## src/bmg_pkg.sv

```systemverilog
package bmg_pkg;

    // Field and datapath widths
    localparam int IN_W    = 32;
    localparam int OUT_W   = 22;
    localparam int T_W     = 40;          // -2 ln u1, Q32
    localparam int SQ_IN_W = T_W + 16;    // radicand, Q48
    localparam int R_W     = SQ_IN_W / 2; // root, Q24

    // Default parameter values
    localparam int UNIFORM_BITS_DEF  = 32;
    localparam int OUT_FRAC_BITS_DEF = 16;

    // Arithmetic constants
    localparam logic [31:0]    LN2_Q32    = 32'hB172_17F8;
    localparam logic [31:0]    PI_Q30     = 32'hC90F_DAA2;
    localparam logic [T_W-1:0] TINY_T_Q32 = 40'd237348664096;

    // Taylor term steps: sine terms first, then cosine terms
    localparam logic [3:0] SIN_LAST = 4'd4;
    localparam logic [3:0] COS_LAST = 4'd10;

    typedef struct packed {
        logic [IN_W-1:0] first_uniform;
        logic [IN_W-1:0] second_uniform;
    } req_t;

    typedef struct packed {
        logic signed [OUT_W-1:0] gauss_sample;
        logic                    was_spare;
    } smp_t;

    // Reciprocal for the term divisor: ceil(2^S / d), S = 30 + ceil(log2 d).
    // Exact floor division for numerators below 2^30.
    function automatic logic [31:0] div_mul(input logic [3:0] step);
        logic [31:0] m;
        unique case (step)
            4'd0:    m = 32'(((64'd1 << 33) + 64'd5)   / 64'd6);
            4'd1:    m = 32'(((64'd1 << 35) + 64'd19)  / 64'd20);
            4'd2:    m = 32'(((64'd1 << 36) + 64'd41)  / 64'd42);
            4'd3:    m = 32'(((64'd1 << 37) + 64'd71)  / 64'd72);
            4'd4:    m = 32'(((64'd1 << 37) + 64'd109) / 64'd110);
            4'd5:    m = 32'(((64'd1 << 31) + 64'd1)   / 64'd2);
            4'd6:    m = 32'(((64'd1 << 34) + 64'd11)  / 64'd12);
            4'd7:    m = 32'(((64'd1 << 35) + 64'd29)  / 64'd30);
            4'd8:    m = 32'(((64'd1 << 36) + 64'd55)  / 64'd56);
            4'd9:    m = 32'(((64'd1 << 37) + 64'd89)  / 64'd90);
            4'd10:   m = 32'(((64'd1 << 38) + 64'd131) / 64'd132);
            default: m = 32'd0;
        endcase
        return m;
    endfunction

    function automatic logic [5:0] div_shift(input logic [3:0] step);
        logic [5:0] s;
        unique case (step)
            4'd0:    s = 6'd33;
            4'd1:    s = 6'd35;
            4'd2:    s = 6'd36;
            4'd3:    s = 6'd37;
            4'd4:    s = 6'd37;
            4'd5:    s = 6'd31;
            4'd6:    s = 6'd34;
            4'd7:    s = 6'd35;
            4'd8:    s = 6'd36;
            4'd9:    s = 6'd37;
            4'd10:   s = 6'd38;
            default: s = 6'd0;
        endcase
        return s;
    endfunction

    // Odd terms of each series subtract
    function automatic logic term_sub(input logic [3:0] step);
        logic sub;
        unique case (step) inside
            4'd0, 4'd2, 4'd4, 4'd5, 4'd7, 4'd9: sub = 1'b1;
            default:                            sub = 1'b0;
        endcase
        return sub;
    endfunction

endpackage

```

## src/bmg_sqrt.sv

```systemverilog
module bmg_sqrt (
    input  logic                          clk,
    input  logic                          rst_n,
    input  logic                          start,
    input  logic [bmg_pkg::SQ_IN_W-1:0]   operand,
    output logic                          busy,
    output logic [bmg_pkg::R_W-1:0]       root
);

    localparam int CNT_W = $clog2(bmg_pkg::R_W);

    logic                          busy_reg, busy_next;
    logic [CNT_W-1:0]              cnt_reg, cnt_next;
    logic [bmg_pkg::SQ_IN_W-1:0]   op_reg, op_next;
    logic [bmg_pkg::R_W-1:0]       root_reg, root_next;
    logic [bmg_pkg::R_W+1:0]       rem_reg, rem_next;
    logic [bmg_pkg::R_W+3:0]       rem_sh;
    logic [bmg_pkg::R_W+3:0]       trial;

    // two radicand bits per cycle, one root bit out
    assign rem_sh = {rem_reg, op_reg[bmg_pkg::SQ_IN_W-1 -: 2]};
    assign trial  = {2'b00, root_reg, 2'b01};

    always_comb
    begin
        busy_next = busy_reg;
        cnt_next  = cnt_reg;
        op_next   = op_reg;
        root_next = root_reg;
        rem_next  = rem_reg;
        if (start)
        begin
            busy_next = 1'b1;
            cnt_next  = '0;
            op_next   = operand;
            root_next = '0;
            rem_next  = '0;
        end
        else if (busy_reg)
        begin
            op_next = op_reg << 2;
            if (rem_sh >= trial)
            begin
                rem_next  = (bmg_pkg::R_W + 2)'(rem_sh - trial);
                root_next = {root_reg[bmg_pkg::R_W-2:0], 1'b1};
            end
            else
            begin
                rem_next  = (bmg_pkg::R_W + 2)'(rem_sh);
                root_next = {root_reg[bmg_pkg::R_W-2:0], 1'b0};
            end
            cnt_next = cnt_reg + 1'b1;
            if (cnt_reg == CNT_W'(bmg_pkg::R_W - 1))
            begin
                busy_next = 1'b0;
            end
        end
    end

    always_ff @(posedge clk or negedge rst_n)
    begin
        if (!rst_n)
        begin
            busy_reg <= 1'b0;
        end
        else
        begin
            busy_reg <= busy_next;
        end
    end

    always_ff @(posedge clk)
    begin
        cnt_reg  <= cnt_next;
        op_reg   <= op_next;
        root_reg <= root_next;
        rem_reg  <= rem_next;
    end

    assign busy = busy_reg;
    assign root = root_reg;

endmodule

```

## src/box_muller_gaussian_pair_top.sv

```systemverilog
// Box-Muller normal sample generator with a one-sample spare.
// Request channel (req_valid / req_stall / req_data): two uniform fractions
// u1 and u2. Result channel (smp_valid / smp_stall / smp_data): one signed
// sample per request, 16 fraction bits by default, saturated, plus a flag
// that marks a returned spare.
//
// A request answered from a held spare has its result in the output
// register in the cycle after acceptance; u1 and u2 are dropped. Otherwise
// the block normalizes u1, forms -2 ln u1 in 32 squaring steps on the
// shared 32x32 multiplier, starts the 28-step square root unit and
// meanwhile runs the angle and the sine / cosine series (24 multiplies) on
// the same multiplier; two final multiplies scale cosine and sine by the
// root. One request is in work at a time; the next is taken only after
// the result loads.
//
// Reset clears the spare and the output valid. A stalled result holds its
// value; the next computation finishes and waits for the output register
// to free. A spare request waits until the output register is empty.
module box_muller_gaussian_pair_top #(
    parameter int UNIFORM_BITS  = bmg_pkg::UNIFORM_BITS_DEF,
    parameter int OUT_FRAC_BITS = bmg_pkg::OUT_FRAC_BITS_DEF
) (
    input  logic          clk,
    input  logic          rst_n,
    input  logic          req_valid,
    output logic          req_stall,
    input  bmg_pkg::req_t req_data,
    output logic          smp_valid,
    input  logic          smp_stall,
    output bmg_pkg::smp_t smp_data
);

    localparam int OW     = bmg_pkg::OUT_W;
    localparam int RND_SH = 54 - OUT_FRAC_BITS;
    localparam int SH_R   = (UNIFORM_BITS >= 32) ? UNIFORM_BITS - 32 : 0;
    localparam int SH_L   = (UNIFORM_BITS < 32) ? 32 - UNIFORM_BITS : 0;
    localparam logic [31:0] U_MASK = (UNIFORM_BITS >= 32) ? 32'hFFFF_FFFF :
                                     32'((64'd1 << UNIFORM_BITS) - 64'd1);

    localparam logic [3:0] S_IDLE   = 4'd0;
    localparam logic [3:0] S_NORM   = 4'd1;
    localparam logic [3:0] S_LOG    = 4'd2;
    localparam logic [3:0] S_THI    = 4'd3;
    localparam logic [3:0] S_TLO    = 4'd4;
    localparam logic [3:0] S_SQST   = 4'd5;
    localparam logic [3:0] S_ANG    = 4'd6;
    localparam logic [3:0] S_X2     = 4'd7;
    localparam logic [3:0] S_TMUL   = 4'd8;
    localparam logic [3:0] S_TDIV   = 4'd9;
    localparam logic [3:0] S_SQWAIT = 4'd10;
    localparam logic [3:0] S_SC_C   = 4'd11;
    localparam logic [3:0] S_SC_S   = 4'd12;
    localparam logic [3:0] S_EMIT   = 4'd13;

    localparam logic [1:0] QUAD_0 = 2'd0;
    localparam logic [1:0] QUAD_1 = 2'd1;
    localparam logic [1:0] QUAD_2 = 2'd2;
    localparam logic [1:0] QUAD_3 = 2'd3;

    // control
    logic [3:0]              state_reg, state_next;
    logic                    out_valid_reg, out_valid_next;
    bmg_pkg::smp_t           out_data_reg, out_data_next;
    logic                    spare_valid_reg, spare_valid_next;
    logic [OW-1:0]           spare_value_reg, spare_value_next;

    // datapath
    logic [31:0]             norm_reg, norm_next;
    logic [4:0]              pos_reg, pos_next;
    logic [30:0]             m_reg, m_next;
    logic [31:0]             frac_reg, frac_next;
    logic [4:0]              cnt_reg, cnt_next;
    logic [37:0]             acc_reg, acc_next;
    logic [bmg_pkg::T_W-1:0] t_reg, t_next;
    logic [1:0]              quad_reg, quad_next;
    logic                    swap_reg, swap_next;
    logic [29:0]             d_reg, d_next;
    logic [29:0]             x_reg, x_next;
    logic [29:0]             x2_reg, x2_next;
    logic [30:0]             term_reg, term_next;
    logic [29:0]             n_reg, n_next;
    logic [3:0]              step_reg, step_next;
    logic signed [31:0]      sum_reg, sum_next;
    logic signed [31:0]      sin_reg, sin_next;
    logic signed [31:0]      cos_reg, cos_next;
    logic [bmg_pkg::R_W-1:0] r_reg, r_next;
    logic [OW-1:0]           cos_out_reg, cos_out_next;

    // shared multiplier
    logic [31:0]             mul_a, mul_b;
    logic [63:0]             prod;

    logic                    req_take, out_free;
    logic [31:0]             u1m, u2m, ang;
    logic [29:0]             ang_rem;
    logic [6:0]              hi7;
    logic [31:0]             msq;
    logic [38:0]             tsum;
    logic [63:0]             qdiv;
    logic [30:0]             qv;
    logic signed [31:0]      sum_upd;
    logic signed [31:0]      s0, c0, cv, sv, trig;
    logic                    trig_neg;
    logic [31:0]             trig_mag;
    logic [OW-1:0]           scaled;
    logic                    sqrt_start, sqrt_busy;
    logic [bmg_pkg::R_W-1:0] sqrt_root;

    // round half away from zero, then saturate to the output range
    function automatic logic [OW-1:0] scale_q(input logic [63:0] p, input logic neg);
        logic [63:0] q;
        logic [63:0] lim;
        q   = (p + (64'd1 << (RND_SH - 1))) >> RND_SH;
        lim = neg ? (64'd1 << (OW - 1)) : ((64'd1 << (OW - 1)) - 64'd1);
        if (q > lim)
        begin
            q = lim;
        end
        return neg ? OW'(-q) : OW'(q);
    endfunction

    assign req_take = req_valid && !req_stall;
    assign out_free = !out_valid_reg || !smp_stall;
    assign req_stall = (state_reg != S_IDLE) || (spare_valid_reg && out_valid_reg);

    assign u1m     = req_data.first_uniform & U_MASK;
    assign u2m     = req_data.second_uniform & U_MASK;
    assign ang     = (UNIFORM_BITS >= 32) ? (u2m >> SH_R) : (u2m << SH_L);
    assign ang_rem = ang[29:0];

    assign hi7 = 7'(UNIFORM_BITS) - {2'b00, pos_reg} - {6'd0, (frac_reg != 32'd0)};

    // quadrant fold; upper half of a quadrant swaps sine and cosine
    always_comb
    begin
        s0 = swap_reg ? cos_reg : sin_reg;
        c0 = swap_reg ? sin_reg : cos_reg;
        case (quad_reg)
            QUAD_0:
            begin
                cv = c0;
                sv = s0;
            end
            QUAD_1:
            begin
                cv = -s0;
                sv = c0;
            end
            QUAD_2:
            begin
                cv = -c0;
                sv = -s0;
            end
            default:
            begin
                cv = s0;
                sv = -c0;
            end
        endcase
    end

    assign trig     = (state_reg == S_SC_C) ? cv : sv;
    assign trig_neg = trig[31];
    assign trig_mag = trig_neg ? 32'(-trig) : 32'(trig);

    // operand select for the one multiplier
    always_comb
    begin
        unique case (state_reg)
            S_LOG:
            begin
                mul_a = {1'b0, m_reg};
                mul_b = {1'b0, m_reg};
            end
            S_THI:
            begin
                mul_a = 32'(hi7);
                mul_b = bmg_pkg::LN2_Q32;
            end
            S_TLO:
            begin
                mul_a = 32'(-frac_reg);
                mul_b = bmg_pkg::LN2_Q32;
            end
            S_ANG:
            begin
                mul_a = {1'b0, d_reg, 1'b0};
                mul_b = bmg_pkg::PI_Q30;
            end
            S_X2:
            begin
                mul_a = {2'b00, x_reg};
                mul_b = {2'b00, x_reg};
            end
            S_TMUL:
            begin
                mul_a = {1'b0, term_reg};
                mul_b = {2'b00, x2_reg};
            end
            S_TDIV:
            begin
                mul_a = {2'b00, n_reg};
                mul_b = bmg_pkg::div_mul(step_reg);
            end
            S_SC_C, S_SC_S:
            begin
                mul_a = 32'(r_reg);
                mul_b = trig_mag;
            end
            default:
            begin
                mul_a = 32'd0;
                mul_b = 32'd0;
            end
        endcase
    end

    assign prod = 64'(mul_a) * 64'(mul_b);

    assign msq     = prod[61:30];
    assign tsum    = 39'(acc_reg) + 39'(prod[63:32]);
    assign qdiv    = prod >> bmg_pkg::div_shift(step_reg);
    assign qv      = qdiv[30:0];
    assign sum_upd = bmg_pkg::term_sub(step_reg) ? (sum_reg - $signed({1'b0, qv}))
                                                 : (sum_reg + $signed({1'b0, qv}));
    assign scaled  = scale_q(prod, trig_neg);

    assign sqrt_start = (state_reg == S_SQST);

    bmg_sqrt u_sqrt (
        .clk     (clk),
        .rst_n   (rst_n),
        .start   (sqrt_start),
        .operand ({t_reg, 16'd0}),
        .busy    (sqrt_busy),
        .root    (sqrt_root)
    );

    always_comb
    begin
        state_next       = state_reg;
        out_valid_next   = out_valid_reg && smp_stall;
        out_data_next    = out_data_reg;
        spare_valid_next = spare_valid_reg;
        spare_value_next = spare_value_reg;
        norm_next        = norm_reg;
        pos_next         = pos_reg;
        m_next           = m_reg;
        frac_next        = frac_reg;
        cnt_next         = cnt_reg;
        acc_next         = acc_reg;
        t_next           = t_reg;
        quad_next        = quad_reg;
        swap_next        = swap_reg;
        d_next           = d_reg;
        x_next           = x_reg;
        x2_next          = x2_reg;
        term_next        = term_reg;
        n_next           = n_reg;
        step_next        = step_reg;
        sum_next         = sum_reg;
        sin_next         = sin_reg;
        cos_next         = cos_reg;
        r_next           = r_reg;
        cos_out_next     = cos_out_reg;

        unique case (state_reg)
            S_IDLE:
            begin
                if (req_take)
                begin
                    if (spare_valid_reg)
                    begin
                        out_valid_next             = 1'b1;
                        out_data_next.gauss_sample = spare_value_reg;
                        out_data_next.was_spare    = 1'b1;
                        spare_valid_next           = 1'b0;
                    end
                    else
                    begin
                        quad_next = ang[31:30];
                        swap_next = ang_rem[29];
                        d_next    = ang_rem[29] ? (30'h2000_0000 - {1'b0, ang_rem[28:0]})
                                                : ang_rem;
                        if (u1m == 32'd0)
                        begin
                            t_next     = bmg_pkg::TINY_T_Q32;
                            state_next = S_SQST;
                        end
                        else
                        begin
                            norm_next  = u1m;
                            pos_next   = 5'd31;
                            state_next = S_NORM;
                        end
                    end
                end
            end
            S_NORM:
            begin
                if (norm_reg[31])
                begin
                    m_next     = norm_reg[31:1];
                    frac_next  = 32'd0;
                    cnt_next   = 5'd0;
                    state_next = S_LOG;
                end
                else if (norm_reg[31:24] == 8'd0)
                begin
                    norm_next = norm_reg << 8;
                    pos_next  = pos_reg - 5'd8;
                end
                else
                begin
                    norm_next = norm_reg << 1;
                    pos_next  = pos_reg - 5'd1;
                end
            end
            S_LOG:
            begin
                frac_next = {frac_reg[30:0], msq[31]};
                m_next    = msq[31] ? msq[31:1] : msq[30:0];
                cnt_next  = cnt_reg + 5'd1;
                if (cnt_reg == 5'd31)
                begin
                    state_next = S_THI;
                end
            end
            S_THI:
            begin
                acc_next   = prod[37:0];
                state_next = S_TLO;
            end
            S_TLO:
            begin
                t_next     = {tsum, 1'b0};
                state_next = S_SQST;
            end
            S_SQST:
            begin
                state_next = S_ANG;
            end
            S_ANG:
            begin
                x_next     = prod[61:32];
                state_next = S_X2;
            end
            S_X2:
            begin
                x2_next    = prod[59:30];
                term_next  = {1'b0, x_reg};
                sum_next   = $signed({2'b00, x_reg});
                step_next  = 4'd0;
                state_next = S_TMUL;
            end
            S_TMUL:
            begin
                n_next     = prod[59:30];
                state_next = S_TDIV;
            end
            S_TDIV:
            begin
                step_next = step_reg + 4'd1;
                if (step_reg == bmg_pkg::SIN_LAST)
                begin
                    sin_next   = sum_upd;
                    term_next  = 31'h4000_0000;
                    sum_next   = 32'sh4000_0000;
                    state_next = S_TMUL;
                end
                else if (step_reg == bmg_pkg::COS_LAST)
                begin
                    cos_next   = sum_upd;
                    state_next = S_SQWAIT;
                end
                else
                begin
                    term_next  = qv;
                    sum_next   = sum_upd;
                    state_next = S_TMUL;
                end
            end
            S_SQWAIT:
            begin
                if (!sqrt_busy)
                begin
                    r_next     = sqrt_root;
                    state_next = S_SC_C;
                end
            end
            S_SC_C:
            begin
                cos_out_next = scaled;
                state_next   = S_SC_S;
            end
            S_SC_S:
            begin
                spare_value_next = scaled;
                state_next       = S_EMIT;
            end
            S_EMIT:
            begin
                if (out_free)
                begin
                    out_valid_next             = 1'b1;
                    out_data_next.gauss_sample = cos_out_reg;
                    out_data_next.was_spare    = 1'b0;
                    spare_valid_next           = 1'b1;
                    state_next                 = S_IDLE;
                end
            end
            default:
            begin
                state_next = S_IDLE;
            end
        endcase
    end

    always_ff @(posedge clk or negedge rst_n)
    begin
        if (!rst_n)
        begin
            state_reg       <= S_IDLE;
            out_valid_reg   <= 1'b0;
            spare_valid_reg <= 1'b0;
            spare_value_reg <= '0;
        end
        else
        begin
            state_reg       <= state_next;
            out_valid_reg   <= out_valid_next;
            spare_valid_reg <= spare_valid_next;
            spare_value_reg <= spare_value_next;
        end
    end

    always_ff @(posedge clk)
    begin
        out_data_reg <= out_data_next;
        norm_reg     <= norm_next;
        pos_reg      <= pos_next;
        m_reg        <= m_next;
        frac_reg     <= frac_next;
        cnt_reg      <= cnt_next;
        acc_reg      <= acc_next;
        t_reg        <= t_next;
        quad_reg     <= quad_next;
        swap_reg     <= swap_next;
        d_reg        <= d_next;
        x_reg        <= x_next;
        x2_reg       <= x2_next;
        term_reg     <= term_next;
        n_reg        <= n_next;
        step_reg     <= step_next;
        sum_reg      <= sum_next;
        sin_reg      <= sin_next;
        cos_reg      <= cos_next;
        r_reg        <= r_next;
        cos_out_reg  <= cos_out_next;
    end

    assign smp_valid = out_valid_reg;
    assign smp_data  = out_data_reg;

endmodule

```

## config.mk

```make
export PLATFORM = sky130hd
export DESIGN_NAME = box_muller_gaussian_pair_top
export DESIGN_NICKNAME = d
export VERILOG_FILES = /design/src/bmg_pkg.sv /design/src/bmg_sqrt.sv /design/src/box_muller_gaussian_pair_top.sv
export SDC_FILE = /design/constraint.sdc
export NUM_CORES = 2
export LEC_CHECK = 0
export BUFFER_PORTS_ARGS = -buffer_cell sky130_fd_sc_hd__clkbuf_2
export CAP_MARGIN = 10
export CORE_MARGIN = 4
export CORE_UTILIZATION = 40
export DETAILED_ROUTE_END_ITERATION = 10
export PLACE_DENSITY = 0.54
export SLEW_MARGIN = 5
export SYNTH_ARGS = -nofsm -noshare
export SYNTH_HDL_FRONTEND = slang
export SYNTH_SLANG_ARGS = --single-unit
```

## constraint.sdc

```tcl
create_clock -name clk -period 24.8 [get_ports clk]
set_clock_uncertainty 0.05 [all_clocks]
set_input_delay 2.48 -clock clk [delete_from_list [all_inputs] [get_ports clk]]
set_output_delay 2.48 -clock clk [all_outputs]
set_load 0.01 [all_outputs]
```

# Word-level counts from Yosys, hierarchy flattened
# Memories as Yosys holds them, arrays and structs flattened. A register that Yosys moved wholly into a read port is not among the register bits.
# Cells that the tools add are included.
# op_classes
n_div,0
order_cmp,2
mul,1
reduce_logical,36
n_shift,1
n_bitwise,3
muxes,74
eq_ne,34
add_sub_neg,18
# op_table
op,count
2-to-1 mux 32 bit,13
one-hot mux 32 bit (8 select lines),1
one-hot mux 32 bit (7 select lines),1
one-hot mux 32 bit (2 select lines),3
one-hot mux 32 bit (3 select lines),2
negation 32 bit,4
2-to-1 mux 31 bit,4
one-hot mux 31 bit (2 select lines),2
2-to-1 mux 40 bit,3
2-to-1 mux 56 bit,2
one-hot mux 40 bit (2 select lines),1
2-to-1 mux 23 bit,3
2-to-1 mux 22 bit,3
"adder 64 x 38 -> 64 bit, second input constant",1
multiplier 32 x 32 -> 64 bit,1
right shift 64 x 6 -> 31 bit,1
one-hot mux 4 bit (14 select lines),1
one-hot mux 23 bit (2 select lines),1
adder 38 x 32 -> 39 bit,1
adder 32 bit,1
"equality test 4 bit, second input constant",8
greater-or-equal comparator 32 x 30 -> 1 bit,1
logical NOT 32 bit,1
2-to-1 mux 4 bit,8
45 further kinds,102
# word_totals
romBits,592
out_inout_bits,25
inputBits,68
ff_bits,642
latch_bits,0
n_memories,2
mem_bits_rw,0
# mem_list
memory,words,word_bits,read_ports,rd_ports_with_merged_regs,write_ports,line,source
(no name shown),16,31,1,1,0,bmg_pkg.sv:37,unique case (step)
(no name shown),16,6,1,1,0,bmg_pkg.sv:56,unique case (step)

# Longest topological paths before layout
# logic_depth
depth_word,14
mapped_depth,81
ltp_nobuf,71

# Hierarchy
# A second synthesis with hierarchy kept.
# hier_totals
hier_cells,8656
hier_area_um2,79085.8
# modules_own_cells
mod,n_inst,area_each_um2,cells_each
box_muller_gaussian_pair_top,1,72510.8,8011
bmg_sqrt,1,6575.1,645

# Worst setup path after synthesis
# Ideal clock, no wire load.
# synth_timing
path_type,register -> register
from,register swap_reg
to,"register sum_reg[31], data pin"
setup_ps,255
arrival_ps,17271
path_stages_with_launch,75
path_slack_ps,7225
path_cell_list,edfxtp_1 buf_2 buf_4 buf_2 buf_2 buf_2 buf_2 mux2i_1 ha_1 o221ai_1 nor4_1 and2_0 clkbuf_1 nand2_1 xnor2_1 o221ai_1 o22ai_1 o21a_1 [39 not listed] nor2b_1 o21ai_0 a21oi_1 o21ai_0 a21o_1 a21oi_1 o31a_1 o211ai_1 a31oi_1 a41o_1 o21ai_0 o21ai_0 a21o_1 a21oi_1 o21ai_0 a21oi_1 xnor3_1 and2_1
# synth_via
elab_chain_len,14
elab_cells_between_ends,18
cone_classes,5 x add/sub; 1 x mul; 1 x shift; 11 x mux
# synth_rtl
item,line,source
from (decl),box_muller_gaussian_pair_top.sv:76,"logic swap_reg, swap_next;"
from (signal assigned),box_muller_gaussian_pair_top.sv:448,swap_reg <= swap_next;
2-to-1 mux 32 bit (on tied branches),"box_muller_gaussian_pair_top.sv:137, box_muller_gaussian_pair_top.sv:136",
negation 32 bit (on tied branches),-,
one-hot mux 32 bit (3 select lines),box_muller_gaussian_pair_top.sv:138,case (quad_reg)
2-to-1 mux 32 bit (*),box_muller_gaussian_pair_top.sv:162,assign trig = (state_reg == S_SC_C) ? cv : sv;
negation 32 bit,box_muller_gaussian_pair_top.sv:164,assign trig_mag = trig_neg ? 32'(-trig) : 32'(trig);
2-to-1 mux 32 bit (*),box_muller_gaussian_pair_top.sv:164,
one-hot mux 32 bit (7 select lines) (*),box_muller_gaussian_pair_top.sv:169,unique case (state_reg)
multiplier 32 x 32 -> 64 bit (*),box_muller_gaussian_pair_top.sv:218,assign prod = 64'(mul_a) * 64'(mul_b);
right shift 64 x 6 -> 31 bit (*),box_muller_gaussian_pair_top.sv:222,assign qdiv = prod >> bmg_pkg::div_shift(step_reg);
adder 32 bit or subtractor 32 bit (tied branches),"box_muller_gaussian_pair_top.sv:225, box_muller_gaussian_pair_top.sv:224",
2-to-1 mux 32 bit (*),box_muller_gaussian_pair_top.sv:224,"assign sum_upd = bmg_pkg::term_sub(step_reg) ? (sum_reg - $signed({1'b0, qv}))"
net sum_upd[31],box_muller_gaussian_pair_top.sv:101,logic signed [31:0] sum_upd;
2-to-1 mux 32 bit (*),box_muller_gaussian_pair_top.sv:371,else if (step_reg == bmg_pkg::COS_LAST)
2-to-1 mux 32 bit (*),box_muller_gaussian_pair_top.sv:364,if (step_reg == bmg_pkg::SIN_LAST)
one-hot mux 32 bit (2 select lines) (*),box_muller_gaussian_pair_top.sv:267,unique case (state_reg)
to (signal assigned),box_muller_gaussian_pair_top.sv:455,sum_reg <= sum_next;
to (decl),box_muller_gaussian_pair_top.sv:83,"logic signed [31:0] sum_reg, sum_next;"
# The timed path passes the listed nets; every way through them passes the cells marked *. The select of a mux whose other input is x is not followed.
# A chain may end at the register's enable or synchronous reset.

# Worst setup path in the final report
# Same ends and word-level chain as after synthesis.

==> results.toml <==
[timing]
worst_slew_pin_slew_ns = 1.442
hold_viol = 0
fmax_mhz = 44.94
fin_crit_sh_pct = 89.72
final-setup-viol-count = 0
relSlewSlack_pct = 2.882
setup_ws_ns = 2.549
finalCriticalPeriod_ns = 22.25
report.final.slew_viol_count = 0
rsz0062_at_grt = "false"
fin_setup_tns_ns = 0

[critical_path]
slowest_delay_ns = 1.09
required_ns = 25.18
cpMostUsedCell = "fa_1"
startpoint_type = "flop"
arrival_ns = 22.63
crit_slowest_cell = "xnor2_1"
rr_worst_depth = 58
crit_fanout = 75
cp-end-kind = "flop"
path_class = "flop to flop"

[die]
core_area_um2 = 190000
initial_core_util_pct = 40.16
die_area_um2 = 197800
pin_count = 93
rows = 160
die_w_um = 444.7
fp.dieH_um = 444.7

[drt]
drtIter0Drc = 6520
ant_nets = 0
vias = 63810
totalWireLength_um = 293900
wl_met2_um = 128200
wl_met1_um = 123000
met3_length_um = 25800
topRoutingLayerUsed = "met5"
drt_first_pass_iters = 7
vias_per_cell = 5.838
drc = 0
wl_per_cell_um = 26.89

[place]
port_buffers = 92
pre_cts_ws_ns = 3.413
dpl.hpwl_um = 229400
gp_congestion = 1.014

[synth]
synth_top_area_share_pct = 23.56
synthFlopType = "edfxtp_1"
syn_avg_cell_area_um2 = 9.031
synth-async-reset-ratio_pct = 4.322
synth.cell_area_um2 = 76290
synth-edff-count = 548
synthTopCellsByCount = "nand2_1, inv_1, fa_1, nor2_1, edfxtp_1"
yosysWarnings = 0
yosysSeqAreaShare_pct = 24.99
synthCells = 8448
netlist-cell-type-count = 114
synth_most_common_cell = "nand2_1"
ys_ff_latch = 671
yosys.area.top_type = "fa_1"
synthTopCellsByArea = "fa_1, edfxtp_1, ha_1"

[min_path]
hold_depth = 2
hp-class = "flop to flop"

[global_routing]
overflow = 0
grt_pass1_vias = 63580
grt_antenna_before_repair = 9
grtUsageTotal_pct = 29.45
grt_max_degree = 97
grt_pass1_wl_um = 433300

[clocking]
hold_buffers = 0
cts_max_level = 3
post-cts-setup-buffers = 0
cts_sinks = 671
cts_tree = "built"
root_buffer = "clkbuf_16"
cts_buffers = 76
clk_pin_slew_worst_paths_ns = 0.06
cts.repair.resized = 0
insertion_delay_ns = 0.70
cts_max_path_buffers = 3

[run]
max_cap_violations = 0

[outcome]
status = "finished, final reports clean"

[final_layout]
area_growth_pct = 8.155
drive_above_1_share_pct = 7.751
nets = 9716
cells in the final DEF (no fill, tap or decap), types with 92 or more instances in the layout:
| cell type | netlist | final |
|---|---|---|
| xor2_1 | 101 | 99 |
| clkbuf_2 | 0 | 92 |
| o21ai_0 | 344 | 342 |
| edfxtp_1 | 548 | 548 |
| nand2_1 | 1311 | 1308 |
| buf_4 | 1 | 178 |
| ha_1 | 401 | 401 |
| xnor2_1 | 198 | 196 |
| nor3_1 | 117 | 114 |
| inv_1 | 1175 | 1173 |
| fa_1 | 898 | 898 |
| nand3_1 | 130 | 126 |
| a21oi_1 | 347 | 342 |
| nor2_1 | 760 | 750 |
| mux2i_1 | 178 | 178 |
routing by layer:
metal | vias to the layer above | GRT usage, %
li1 | 27960 | -
met1 | 32340 | 40.57
met2 | 2901 | 44.86
met3 | 609 | 5.766
met4 | 4 | 13.57
met5 | - | 0
stage by stage:
stage / area (um2) / util [%] / hold slack [ns] / cells
2_1_floorplan: 76340 / - / 0.3795 / 8461
3_3_place_gp: 79860 / 42.04 / 0.4148 / 10780
3_5_place_dp: 79860 / 42.04 / 0.4252 / 10780
4_1_cts: 82500 / 43.42 / 0.4405 / 10920
5_1_grt: 82500 / 43.43 / 0.4634 / 10930
6_report: 82520 / 43.43 / 0.4384 / 10930
logic make-up after synthesis:
family	count (synthesis)	synth area share, %
AND/OR/NAND/NOR	2776	15.83
flip-flops	671	24.99
multiplexers	289	4.712
AO/OA/AOI/OAI	1451	12.51
adder cells (fa/ha/maj)	1302	30.18
XOR/XNOR	303	3.541
buffers and inverters	1654	8.228
other	2	0.009843
path summary, 6_finish.rpt:
check,from,endpoint,slack [ns]
min in group asynchronous,rst_n,spare_value_reg[9],1.87
min reg2reg,spare_value_reg[0],spare_value_reg[0],0.44
max in group asynchronous,rst_n,u_sqrt.busy,22.09
max,swap_reg,sum_reg[31],2.55
min,spare_value_reg[0],spare_value_reg[0],0.44
max reg2reg,swap_reg,sum_reg[31],2.55
critical path: cells and delay by family, from the launching register on:
family                     cells  cell delay (ns)
AOI/OAI and AO/OA             24             6.79
xor gates and xnor gates       4             1.77
adders and majority gates     10             4.48
buffers and inverters          6             2.54
DFF                            1             0.46
muxes                          1             0.78
and+or+nand+nor               13             5.00
cell type report:
class	count	area, um2
inverter	1194	4482
multi-input combinational	6136	51370
clock inverter	51	644.4
tap	2511	3142
sequential	671	19070
antenna	7	17.52
clock buffer	90	1996
fill	18620	107500
timing repair buffer	270	1797
Power is left out: the tool's default activity adds up to more than one toggle a clock period on the data nets, which glitch-free logic cannot reach.
